File: src/rtl/ttc_pkg.sv
// Package: shared types, codes and constants of the timed trigger controller.
`timescale 1ns / 1ps
package ttc_pkg;

	localparam int unsigned CFG_COUNT = 7;
	localparam int unsigned CFG_IDX_W = 3;
	localparam int unsigned CFG_DATA_W = 10;

	localparam logic [CFG_IDX_W-1:0] CFG_PRESET_SMALL = 3'd0;
	localparam logic [CFG_IDX_W-1:0] CFG_PRESET_MEDIUM = 3'd1;
	localparam logic [CFG_IDX_W-1:0] CFG_PRESET_LARGE = 3'd2;
	localparam logic [CFG_IDX_W-1:0] CFG_STEP_SMALL = 3'd3;
	localparam logic [CFG_IDX_W-1:0] CFG_STEP_MEDIUM = 3'd4;
	localparam logic [CFG_IDX_W-1:0] CFG_STEP_LARGE = 3'd5;
	localparam logic [CFG_IDX_W-1:0] CFG_BATTERY_MINIMUM = 3'd6;

	localparam logic [1:0] MODE_START = 2'd0;
	localparam logic [1:0] MODE_WAIT = 2'd1;
	localparam logic [1:0] MODE_ON = 2'd2;

	localparam logic [1:0] DIP_NONE = 2'd0;
	localparam logic [1:0] DIP_SMALL = 2'd1;
	localparam logic [1:0] DIP_MEDIUM = 2'd2;
	localparam logic [1:0] DIP_LARGE = 2'd3;

	localparam logic [2:0] CMD_UP = 3'd0;
	localparam logic [2:0] CMD_DOWN = 3'd1;
	localparam logic [2:0] CMD_RESET = 3'd2;
	localparam logic [2:0] CMD_DISABLE = 3'd3;
	localparam logic [2:0] CMD_FIRE = 3'd4;

	localparam logic [5:0] SEC_MAX = 6'd59;
	localparam logic [5:0] MIN_MAX = 6'd59;
	localparam logic [4:0] HOUR_MAX = 5'd23;
	localparam logic [7:0] TRIG_MAX = 8'hFF;
	localparam logic [7:0] TRIG_MIN = 8'h00;

	typedef struct packed {
		logic       half_second_tick;
		logic [1:0] dip_code;
		logic       button_down;
		logic       remote_valid;
		logic [2:0] remote_command;
		logic [9:0] battery_sample_a;
		logic [9:0] battery_sample_b;
		logic [9:0] battery_sample_c;
		logic [9:0] battery_sample_d;
	} in_item_t;

	typedef struct packed {
		logic       target_enable;
		logic [1:0] mode_now;
		logic       battery_low;
		logic [4:0] clock_hours;
		logic [5:0] clock_minutes;
		logic [5:0] clock_seconds;
		logic [7:0] trigger_minutes;
		logic       timer_off;
	} out_item_t;

	typedef struct packed {
		logic [7:0] preset_small;
		logic [7:0] preset_medium;
		logic [7:0] preset_large;
		logic [7:0] step_small;
		logic [7:0] step_medium;
		logic [7:0] step_large;
		logic [9:0] battery_minimum;
	} cfg_t;

endpackage

File: src/rtl/ttc_cfg_regs.sv
// Configuration register file of the timed trigger controller.
`timescale 1ns / 1ps
module ttc_cfg_regs (
	input  logic                            clk,
	input  logic                            arst_n,
	input  logic                            wr_en,
	input  logic [ttc_pkg::CFG_IDX_W-1:0]   wr_index,
	input  logic [ttc_pkg::CFG_DATA_W-1:0]  wr_data,
	output ttc_pkg::cfg_t                   cfg
);
	import ttc_pkg::*;

	cfg_t cfg_q;

	always_ff @(posedge clk or negedge arst_n) begin
		if (!arst_n) begin
			cfg_q.preset_small <= 8'd5;
			cfg_q.preset_medium <= 8'd15;
			cfg_q.preset_large <= 8'd30;
			cfg_q.step_small <= 8'd1;
			cfg_q.step_medium <= 8'd5;
			cfg_q.step_large <= 8'd10;
			cfg_q.battery_minimum <= 10'd512;
		end else if (wr_en) begin
			case (wr_index)
				CFG_PRESET_SMALL: cfg_q.preset_small <= wr_data[7:0];
				CFG_PRESET_MEDIUM: cfg_q.preset_medium <= wr_data[7:0];
				CFG_PRESET_LARGE: cfg_q.preset_large <= wr_data[7:0];
				CFG_STEP_SMALL: cfg_q.step_small <= wr_data[7:0];
				CFG_STEP_MEDIUM: cfg_q.step_medium <= wr_data[7:0];
				CFG_STEP_LARGE: cfg_q.step_large <= wr_data[7:0];
				CFG_BATTERY_MINIMUM: cfg_q.battery_minimum <= wr_data;
				default: ;
			endcase
		end
	end

	assign cfg = cfg_q;

endmodule

File: src/rtl/ttc_core.sv
// Poll update: clock, trigger time, mode machine and battery check state.
`timescale 1ns / 1ps
module ttc_core (
	input  logic                clk,
	input  logic                arst_n,
	input  logic                step_en,
	input  ttc_pkg::in_item_t   item,
	input  ttc_pkg::cfg_t       cfg,
	output ttc_pkg::out_item_t  result
);
	import ttc_pkg::*;

	logic [1:0] mode_q, mode_n;
	logic       half_q, half_n;
	logic [5:0] sec_q, sec_n;
	logic [5:0] min_q, min_n;
	logic [4:0] hour_q, hour_n;
	logic [7:0] trig_q, trig_n;
	logic [1:0] dip_q, dip_n;
	logic       btn_q, btn_n;
	logic       pend_q, pend_n;
	logic       fire_q, fire_n;
	logic       tdis_q, tdis_n;
	logic       low_q, low_n;
	logic       en_q, en_n;

	function automatic logic [7:0] preset_for(input cfg_t c, input logic [1:0] dip);
		logic [7:0] v;
		case (dip)
			DIP_SMALL: v = c.preset_small;
			DIP_MEDIUM: v = c.preset_medium;
			DIP_LARGE: v = c.preset_large;
			default: v = 8'd0;
		endcase
		return v;
	endfunction

	function automatic logic [7:0] step_for(input cfg_t c, input logic [1:0] dip);
		logic [7:0] v;
		case (dip)
			DIP_SMALL: v = c.step_small;
			DIP_MEDIUM: v = c.step_medium;
			DIP_LARGE: v = c.step_large;
			default: v = 8'd0;
		endcase
		return v;
	endfunction

	always_comb begin
		logic [11:0] sum;
		logic [9:0]  avg;
		logic [7:0]  st;
		logic [8:0]  up_sum;
		mode_n = mode_q;
		half_n = half_q;
		sec_n = sec_q;
		min_n = min_q;
		hour_n = hour_q;
		trig_n = trig_q;
		dip_n = dip_q;
		btn_n = btn_q;
		pend_n = pend_q;
		fire_n = fire_q;
		tdis_n = tdis_q;
		low_n = low_q;
		en_n = en_q;

		sum = {2'b00, item.battery_sample_a} + {2'b00, item.battery_sample_b}
			+ {2'b00, item.battery_sample_c} + {2'b00, item.battery_sample_d};
		avg = sum[11:2];

		// second advances on every other half-second tick
		if (item.half_second_tick) begin
			half_n = ~half_q;
			if (half_q) begin
				if (sec_q == SEC_MAX) begin
					sec_n = 6'd0;
					if (min_q == MIN_MAX) begin
						min_n = 6'd0;
						hour_n = (hour_q == HOUR_MAX) ? 5'd0 : hour_q + 5'd1;
					end else begin
						min_n = min_q + 6'd1;
					end
				end else begin
					sec_n = sec_q + 6'd1;
				end
			end
		end

		if (item.dip_code != dip_q) begin
			trig_n = preset_for(cfg, item.dip_code);
		end
		dip_n = item.dip_code;
		if (item.button_down != btn_q) begin
			pend_n = 1'b1;
			btn_n = item.button_down;
		end

		st = step_for(cfg, dip_n);
		up_sum = {1'b0, trig_n} + {1'b0, st};
		if (item.remote_valid) begin
			case (item.remote_command)
				CMD_UP: trig_n = up_sum[8] ? TRIG_MAX : up_sum[7:0];
				CMD_DOWN: trig_n = (st > trig_n) ? TRIG_MIN : trig_n - st;
				CMD_RESET: begin
					sec_n = 6'd0;
					min_n = 6'd0;
					hour_n = 5'd0;
					tdis_n = 1'b0;
				end
				CMD_DISABLE: tdis_n = 1'b1;
				CMD_FIRE: fire_n = 1'b1;
				default: ;
			endcase
		end

		case (mode_q)
			MODE_WAIT: begin
				if ((pend_n && btn_n) || fire_n) begin
					mode_n = MODE_ON;
					pend_n = 1'b0;
					fire_n = 1'b0;
				end else if (!tdis_n && dip_n != DIP_NONE && {2'b00, min_n} >= trig_n) begin
					mode_n = MODE_ON;
				end
			end
			MODE_ON: begin
				if ((pend_n && btn_n) || fire_n || low_q) begin
					mode_n = MODE_START;
					pend_n = 1'b0;
					fire_n = 1'b0;
				end
			end
			default: begin
				sec_n = 6'd0;
				min_n = 6'd0;
				hour_n = 5'd0;
				trig_n = preset_for(cfg, dip_n);
				mode_n = MODE_WAIT;
			end
		endcase

		case (mode_n)
			MODE_WAIT: en_n = 1'b0;
			MODE_ON: begin
				if (avg >= cfg.battery_minimum) begin
					en_n = 1'b1;
					low_n = 1'b0;
				end else begin
					low_n = 1'b1;
				end
			end
			default: ;
		endcase
	end

	always_ff @(posedge clk or negedge arst_n) begin
		if (!arst_n) begin
			mode_q <= MODE_START;
			half_q <= 1'b0;
			sec_q <= 6'd0;
			min_q <= 6'd0;
			hour_q <= 5'd0;
			trig_q <= 8'd0;
			dip_q <= DIP_NONE;
			btn_q <= 1'b0;
			pend_q <= 1'b0;
			fire_q <= 1'b0;
			tdis_q <= 1'b0;
			low_q <= 1'b0;
			en_q <= 1'b0;
		end else if (step_en) begin
			mode_q <= mode_n;
			half_q <= half_n;
			sec_q <= sec_n;
			min_q <= min_n;
			hour_q <= hour_n;
			trig_q <= trig_n;
			dip_q <= dip_n;
			btn_q <= btn_n;
			pend_q <= pend_n;
			fire_q <= fire_n;
			tdis_q <= tdis_n;
			low_q <= low_n;
			en_q <= en_n;
		end
	end

	// the result item is the updated state itself
	assign result.target_enable = en_q;
	assign result.mode_now = mode_q;
	assign result.battery_low = low_q;
	assign result.clock_hours = hour_q;
	assign result.clock_minutes = min_q;
	assign result.clock_seconds = sec_q;
	assign result.trigger_minutes = trig_q;
	assign result.timer_off = tdis_q;

`ifndef SYNTHESIS
	a_mode_code: assert property (@(posedge clk) disable iff (!arst_n)
		mode_q <= MODE_ON)
		else $error("unused mode code reached");
	a_wait_disabled: assert property (@(posedge clk) disable iff (!arst_n)
		mode_q == MODE_WAIT |-> !en_q)
		else $error("target enabled while waiting");
	a_clock_range: assert property (@(posedge clk) disable iff (!arst_n)
		sec_q <= SEC_MAX && min_q <= MIN_MAX && hour_q <= HOUR_MAX)
		else $error("clock out of range");
	a_hold: assert property (@(posedge clk) disable iff (!arst_n)
		!step_en |=> $stable(mode_q) && $stable(trig_q) && $stable(sec_q))
		else $error("state moved without an item");
`endif

endmodule

File: src/rtl/timed_trigger_controller.sv
// Top level of the timed trigger controller: handshakes, input stage and result stage.
//
// Usage:
//  - Input channel (in_valid/in_ready/in_item): one poll per cycle unless stalled.
//  - Result channel (out_valid/out_ready/out_item) gives exactly one item per poll:
//    the enable, mode, battery, clock, trigger and timer state after that poll.
//  - Config channel (cfg_valid/cfg_ready/cfg_index/cfg_data) writes register
//    cfg_index; cfg_ready is always high, indexes past the last register are ignored.
//    Write configuration only while no poll is in flight.
//  - Timing: an accepted item is registered in the input stage, then its result
//    is registered in the state registers and shown from then on.
//  - Throughput: one item per cycle while the receiver is ready, set by the single
//    update of the state registers, which are also the result register.
//  - Receiver stall: the result holds, the input stage keeps one more item,
//    then in_ready drops until out_ready returns.
//  - Reset (arst_n low): clock, trigger time and flags clear, mode is start-up,
//    configuration returns to its defaults, both stages empty.
`timescale 1ns / 1ps
module timed_trigger_controller (
	input  logic                            clk,
	input  logic                            arst_n,
	input  logic                            in_valid,
	output logic                            in_ready,
	input  ttc_pkg::in_item_t               in_item,
	output logic                            out_valid,
	input  logic                            out_ready,
	output ttc_pkg::out_item_t              out_item,
	input  logic                            cfg_valid,
	output logic                            cfg_ready,
	input  logic [ttc_pkg::CFG_IDX_W-1:0]   cfg_index,
	input  logic [ttc_pkg::CFG_DATA_W-1:0]  cfg_data
);
	import ttc_pkg::*;

	in_item_t in_item_s1;
	logic     valid_s1;
	logic     out_valid_q;
	logic     advance;
	cfg_t     cfg;

	assign advance = valid_s1 && (!out_valid_q || out_ready);
	assign in_ready = !valid_s1 || advance;
	assign cfg_ready = 1'b1;
	assign out_valid = out_valid_q;

	always_ff @(posedge clk or negedge arst_n) begin
		if (!arst_n) begin
			valid_s1 <= 1'b0;
			out_valid_q <= 1'b0;
		end else begin
			if (in_ready) begin
				valid_s1 <= in_valid;
			end
			if (advance) begin
				out_valid_q <= 1'b1;
			end else if (out_ready) begin
				out_valid_q <= 1'b0;
			end
		end
	end

	always_ff @(posedge clk) begin
		if (in_valid && in_ready) begin
			in_item_s1 <= in_item;
		end
	end

	ttc_cfg_regs u_cfg (
		.clk      (clk),
		.arst_n   (arst_n),
		.wr_en    (cfg_valid && cfg_ready),
		.wr_index (cfg_index),
		.wr_data  (cfg_data),
		.cfg      (cfg)
	);

	ttc_core u_core (
		.clk     (clk),
		.arst_n  (arst_n),
		.step_en (advance),
		.item    (in_item_s1),
		.cfg     (cfg),
		.result  (out_item)
	);

`ifndef SYNTHESIS
	a_advance_shows: assert property (@(posedge clk) disable iff (!arst_n)
		advance |=> out_valid_q)
		else $error("result not shown after update");
	a_stage_holds: assert property (@(posedge clk) disable iff (!arst_n)
		valid_s1 && !advance |=> valid_s1 && $stable(in_item_s1))
		else $error("input stage lost an item");
	a_no_overwrite: assert property (@(posedge clk) disable iff (!arst_n)
		out_valid_q && !out_ready |-> !advance)
		else $error("result overwritten while stalled");
`endif

endmodule

File: config.mk
export PLATFORM = sky130hd
export DESIGN_NAME = timed_trigger_controller
export DESIGN_NICKNAME = d
export VERILOG_FILES = /design/src/rtl/ttc_pkg.sv /design/src/rtl/ttc_cfg_regs.sv /design/src/rtl/ttc_core.sv /design/src/rtl/timed_trigger_controller.sv
export SDC_FILE = /design/constraint.sdc
export NUM_CORES = 1
export LEC_CHECK = 0
export BUFFER_PORTS_ARGS = -buffer_cell sky130_fd_sc_hd__buf_2
export CAP_MARGIN = 20
export CORE_MARGIN = 10
export CORE_UTILIZATION = 59
export DETAILED_ROUTE_END_ITERATION = 8
export PLACE_DENSITY_LB_ADDON = 0.1
export REMOVE_ABC_BUFFERS = 1
export SETUP_SLACK_MARGIN = 0.2
export SLEW_MARGIN = 20
export SYNTH_ARGS = -nofsm -noshare
export SYNTH_HDL_FRONTEND = slang
export SYNTH_SLANG_ARGS = --single-unit
File: constraint.sdc
create_clock -name clk -period 6.94 [get_ports clk]
set_input_delay 1.041 -clock clk [delete_from_list [all_inputs] [get_ports clk]]
set_output_delay 1.041 -clock clk [all_outputs]
set_load 0.01 [all_outputs]
==> results.md <==
- CP max FO: 20
- Clock sink count: between 100 and 150
- Netlist cell types: a little under 70
- # rows: 43
- Clock group share of total power: about 28%
- Pint: 2.15 mW
- Most Crowded Layer GR: met2
- Drt first pass iters: 5
- Drt first-iter violations: around 470
- Fin area: ~0.0097 mm^2
- Post-DP Area: 0.00908 mm^2
- FF/Latch Area: about 0.0039 mm^2
- Fin crit period: around 5800 ps
- Yosys reg bits: 144
- Initial antenna violation count: 0
- Final worst-path cycle share: a little over four fifths
- Core area: 0.0139 mm^2
- Synth async-reset ratio: 66.7%
- Leak: 4.43 nW
- First-pass GRT wire length: about 33 mm
- Setup crit start kind: register
- Worst reg2reg startpoint: in_item_s1[46]
- Worst reg2reg setup slack: 1130 ps
- Sw power: approximately 1.2 mW
- Io pins: a little under 100
- Max-cap violations: 0
- Post-CTS Hold Fix Bufs: 0
- Sw Share: between 30% and 40%
- Post-route ant nets: 0
- Grt met1 use: roughly a quarter
- HP Class: in2async
- Slew Viols, Final: 0
- Worst-Skew Late Latency: approximately 430 ps
- Inserted Diodes: 0
- Post-Route WL: between 15 and 20 mm
- YS warnings: 0
- Die area: ~0.02 mm^2
- WS Path Type: reg2reg
- Routed len/inst: 19.0 um
- GRT Overall Usage: between 20 and 25%
- Slew Limit Headroom: 36.7%
- RR Endpoint: u_core.en_q
- Root Buffer: clkbuf_16
- Worst-path cell chain: nor2b_1, buf_4, a22o_1, mux2_2, ha_1, a21o_1, a211o_1, o21ai_2, o22ai_1, o21a_1, o22ai_1, ha_1, a211o_1, a31oi_1, or3_1, or3_1, o21a_1, or4b_1, nand4_1
- Max Fclk: 172 MHz
- Slowest stage delay, CP: between 700 and 800 ps
- Worst Max-Slew Pin Slew: 949 ps
- R2r worst-path depth: 19
- Sequential Power Share: 34.5%
- Met3 usage: between 4 and 5%
- Vias in the first global route: 6393
- RSZ-0062 raised after global routing: false
- DRC: 0
- CTS tree: done
- DR vias: ~6.1k
- PwrDens: ~340 mW/mm^2
- Synth Instances: between 700 and 800
- Layout fillers: 1025
- CTS Buf Count: 17
- Tot Pwr: between 3 and 4 mW
- Crit path arrival time: 6180 ps
- Nets@finish: 992
- Routability Congestion: between 0.9 and 1
- Post-CTS sizing: 0
- Final Hold Vio Count: 0
- Slowest CP cell: edfxtp_1
- Post-synth EDFFs: 48
- Sequential area share after synthesis: roughly 46%
- Area grow syn2layout: 14.7%
- Setup-failing EPs final: 0
- Gate power share: between 30% and 40%
- Top FF cell, synth: dfrtp_1
- CP required: approximately 7300 ps
- Post-CTS Setup Repair Bufs: 0
- HPWL after DPL: ~15 mm
- Vias per cell: approximately 5.8
- Multi-input logic area: between 0.004 and 0.005 mm^2
- Buffers added on ports: 97
- Met2 Track Usage GR: roughly 35%
- Syn avg cell area: around 11 um^2
- Die width: around 140 um
- Synthesized area: around 0.0084 mm^2
- TNS Setup: 0 ps
- Initial Util: 60.5%
- Crit end category: register
- Max Clock Skew: 7.50 ps
- H-Tree Level Count: 4
- Die height: around 140 um
- Clock buffer depth: 2
- Status: finished clean
- Remaining global-route overflow: 0
- Worst VDD drop: between 0.2 and 0.25 mV
- Clock slew at reported path FFs: about 60 ps
- Pin count of the biggest net entering global routing: 74
- Layout cells sized above 1: between 20% and 30%
-- sequential cells by signal (all words and copies together) (netlist names) --
signal,count
u_core.tdis_q,1
u_core.hour_q,5
u_core.en_q,1
out_valid,1
u_core.half_q,1
u_core.sec_q,6
u_core.fire_q,1
u_core.low_q,1
valid_s1,1
u_core.btn_q,1
u_core.dip_q,2
u_core.min_q,6
u_core.mode_q,2
u_core.pend_q,1
in_item_s1,48
u_cfg.cfg,58
u_core.trig_q,8
-- Yosys cell counts, drive strengths merged, types with 7 or more instances --
| master | count | share of area (%) |
|---|---|---|
| o21ai | 39 | 2.4 |
| fa | 13 | 3.1 |
| o21a | 11 | 0.98 |
| buf | 9 | 0.83 |
| nor3 | 11 | 0.65 |
| edfxtp | 48 | 17 |
| nor2b | 11 | 0.82 |
| nand3 | 10 | 0.59 |
| inv | 72 | 3.2 |
| a21o | 7 | 0.62 |
| dfstp | 16 | 5.0 |
| xor2 | 7 | 0.73 |
| a21oi | 39 | 2.4 |
| a22oi | 9 | 0.86 |
| o21bai | 9 | 0.80 |
| dfrtp | 80 | 24 |
| nand2 | 43 | 1.9 |
| mux2 | 81 | 11 |
| a22o | 13 | 1.4 |
| o22ai | 8 | 0.59 |
| ha | 59 | 8.8 |
| nand2b | 14 | 1.1 |
| clkbuf | 16 | 0.71 |
| nor2 | 39 | 1.8 |
| xnor2 | 19 | 2.0 |
-- power groups by stage --
stage                     clock network [mW]  registers, mW  logic [mW]
after floorplan                            0           1.14       0.889
after global placement                     0           1.15        1.21
after detailed placement                   0           1.16        1.24
after CTS                              0.938           1.14        1.26
after global routing                   0.979           1.16        1.39
final                                  0.923           1.15        1.25
-- cell usage in the layout, fill, tap and decap left out, types with 9 or more instances in the layout --
cell       netlist  routed
buf_2            2      96
mux2_2          80      80
dfrtp_1         80      80
inv_1           71      71
ha_1            59      59
edfxtp_1        48      48
nand2_1         43      43
a21oi_1         38      38
nor2_1          37      37
o21ai_0         36      36
xnor2_1         19      19
clkbuf_16        0      18
dfstp_2         16      16
a22o_1          13      13
nand2b_1        13      13
fa_1            13      13
nor2b_1         11      11
o21a_1          11      11
nor3_1          11      10
nand3_1         10      10
o21bai_1         9       9
-- stage by stage --
| stage | util (%) | setup WS, ps | instances | hold slack, ps |
|---|---|---|---|---|
| after floorplan | - | 1530 | 731 | 460 |
| after CTS | 69.4 | 1230 | 1047 | 500 |
| after global placement | 65.1 | 1440 | 1015 | 475 |
| after detailed placement | 65.1 | 1250 | 1015 | 491 |
| after global routing | 69.4 | 814 | 1047 | 513 |
| final | 69.4 | 1130 | 1047 | 502 |
-- worst max path at each step --
stage                       end  slack [ps]            from
CTS                 u_core.en_q        1230  in_item_s1[46]
global placement    u_core.en_q        1440  in_item_s1[46]
floorplan           u_core.en_q        1530  in_item_s1[45]
detailed placement  u_core.en_q        1250  in_item_s1[46]
finish              u_core.en_q        1130  in_item_s1[46]
global route        u_core.en_q         810  in_item_s1[46]
-- cells by family after synthesis --
| family | after synthesis | synth area share [%] |
|---|---|---|
| buf+inv | 97 | 4.75 |
| compound gates | 169 | 13.7 |
| flops | 144 | 45.8 |
| xor+xnor | 26 | 2.70 |
| other cells | 1 | 0.0445 |
| fa+ha+maj | 72 | 11.8 |
| simple gates | 163 | 9.90 |
| mux | 84 | 11.2 |
-- critical path, delay by kind of cell (launching register included) --
family / cells / cell delay (ps)
muxes: 1 / 310
and+or+nand+nor: 5 / 1500
adders and majority gates: 2 / 620
buffers and inverters: 1 / 240
AOI/OAI and AO/OA: 10 / 2300
DFF: 1 / 770
-- routing by layer --
layer  vias up  wire [um]
met5         -          0
met3        36        968
met2       165       9980
met1      2976       8600
li1       2894          -
met4         0        372
-- final cells by class --
| type | count | area share, % |
|---|---|---|
| Tap cell | 180 | 2.33 |
| Inverter | 72 | 2.79 |
| Timing Repair Buffer | 104 | 5.59 |
| Clock inverter | 11 | 1.36 |
| Clock buffer | 21 | 4.77 |
| Multi-Input combinational cell | 515 | 43.2 |
| Sequential cell | 144 | 39.9 |
Note: power is estimated with default switching activity, not from simulation.
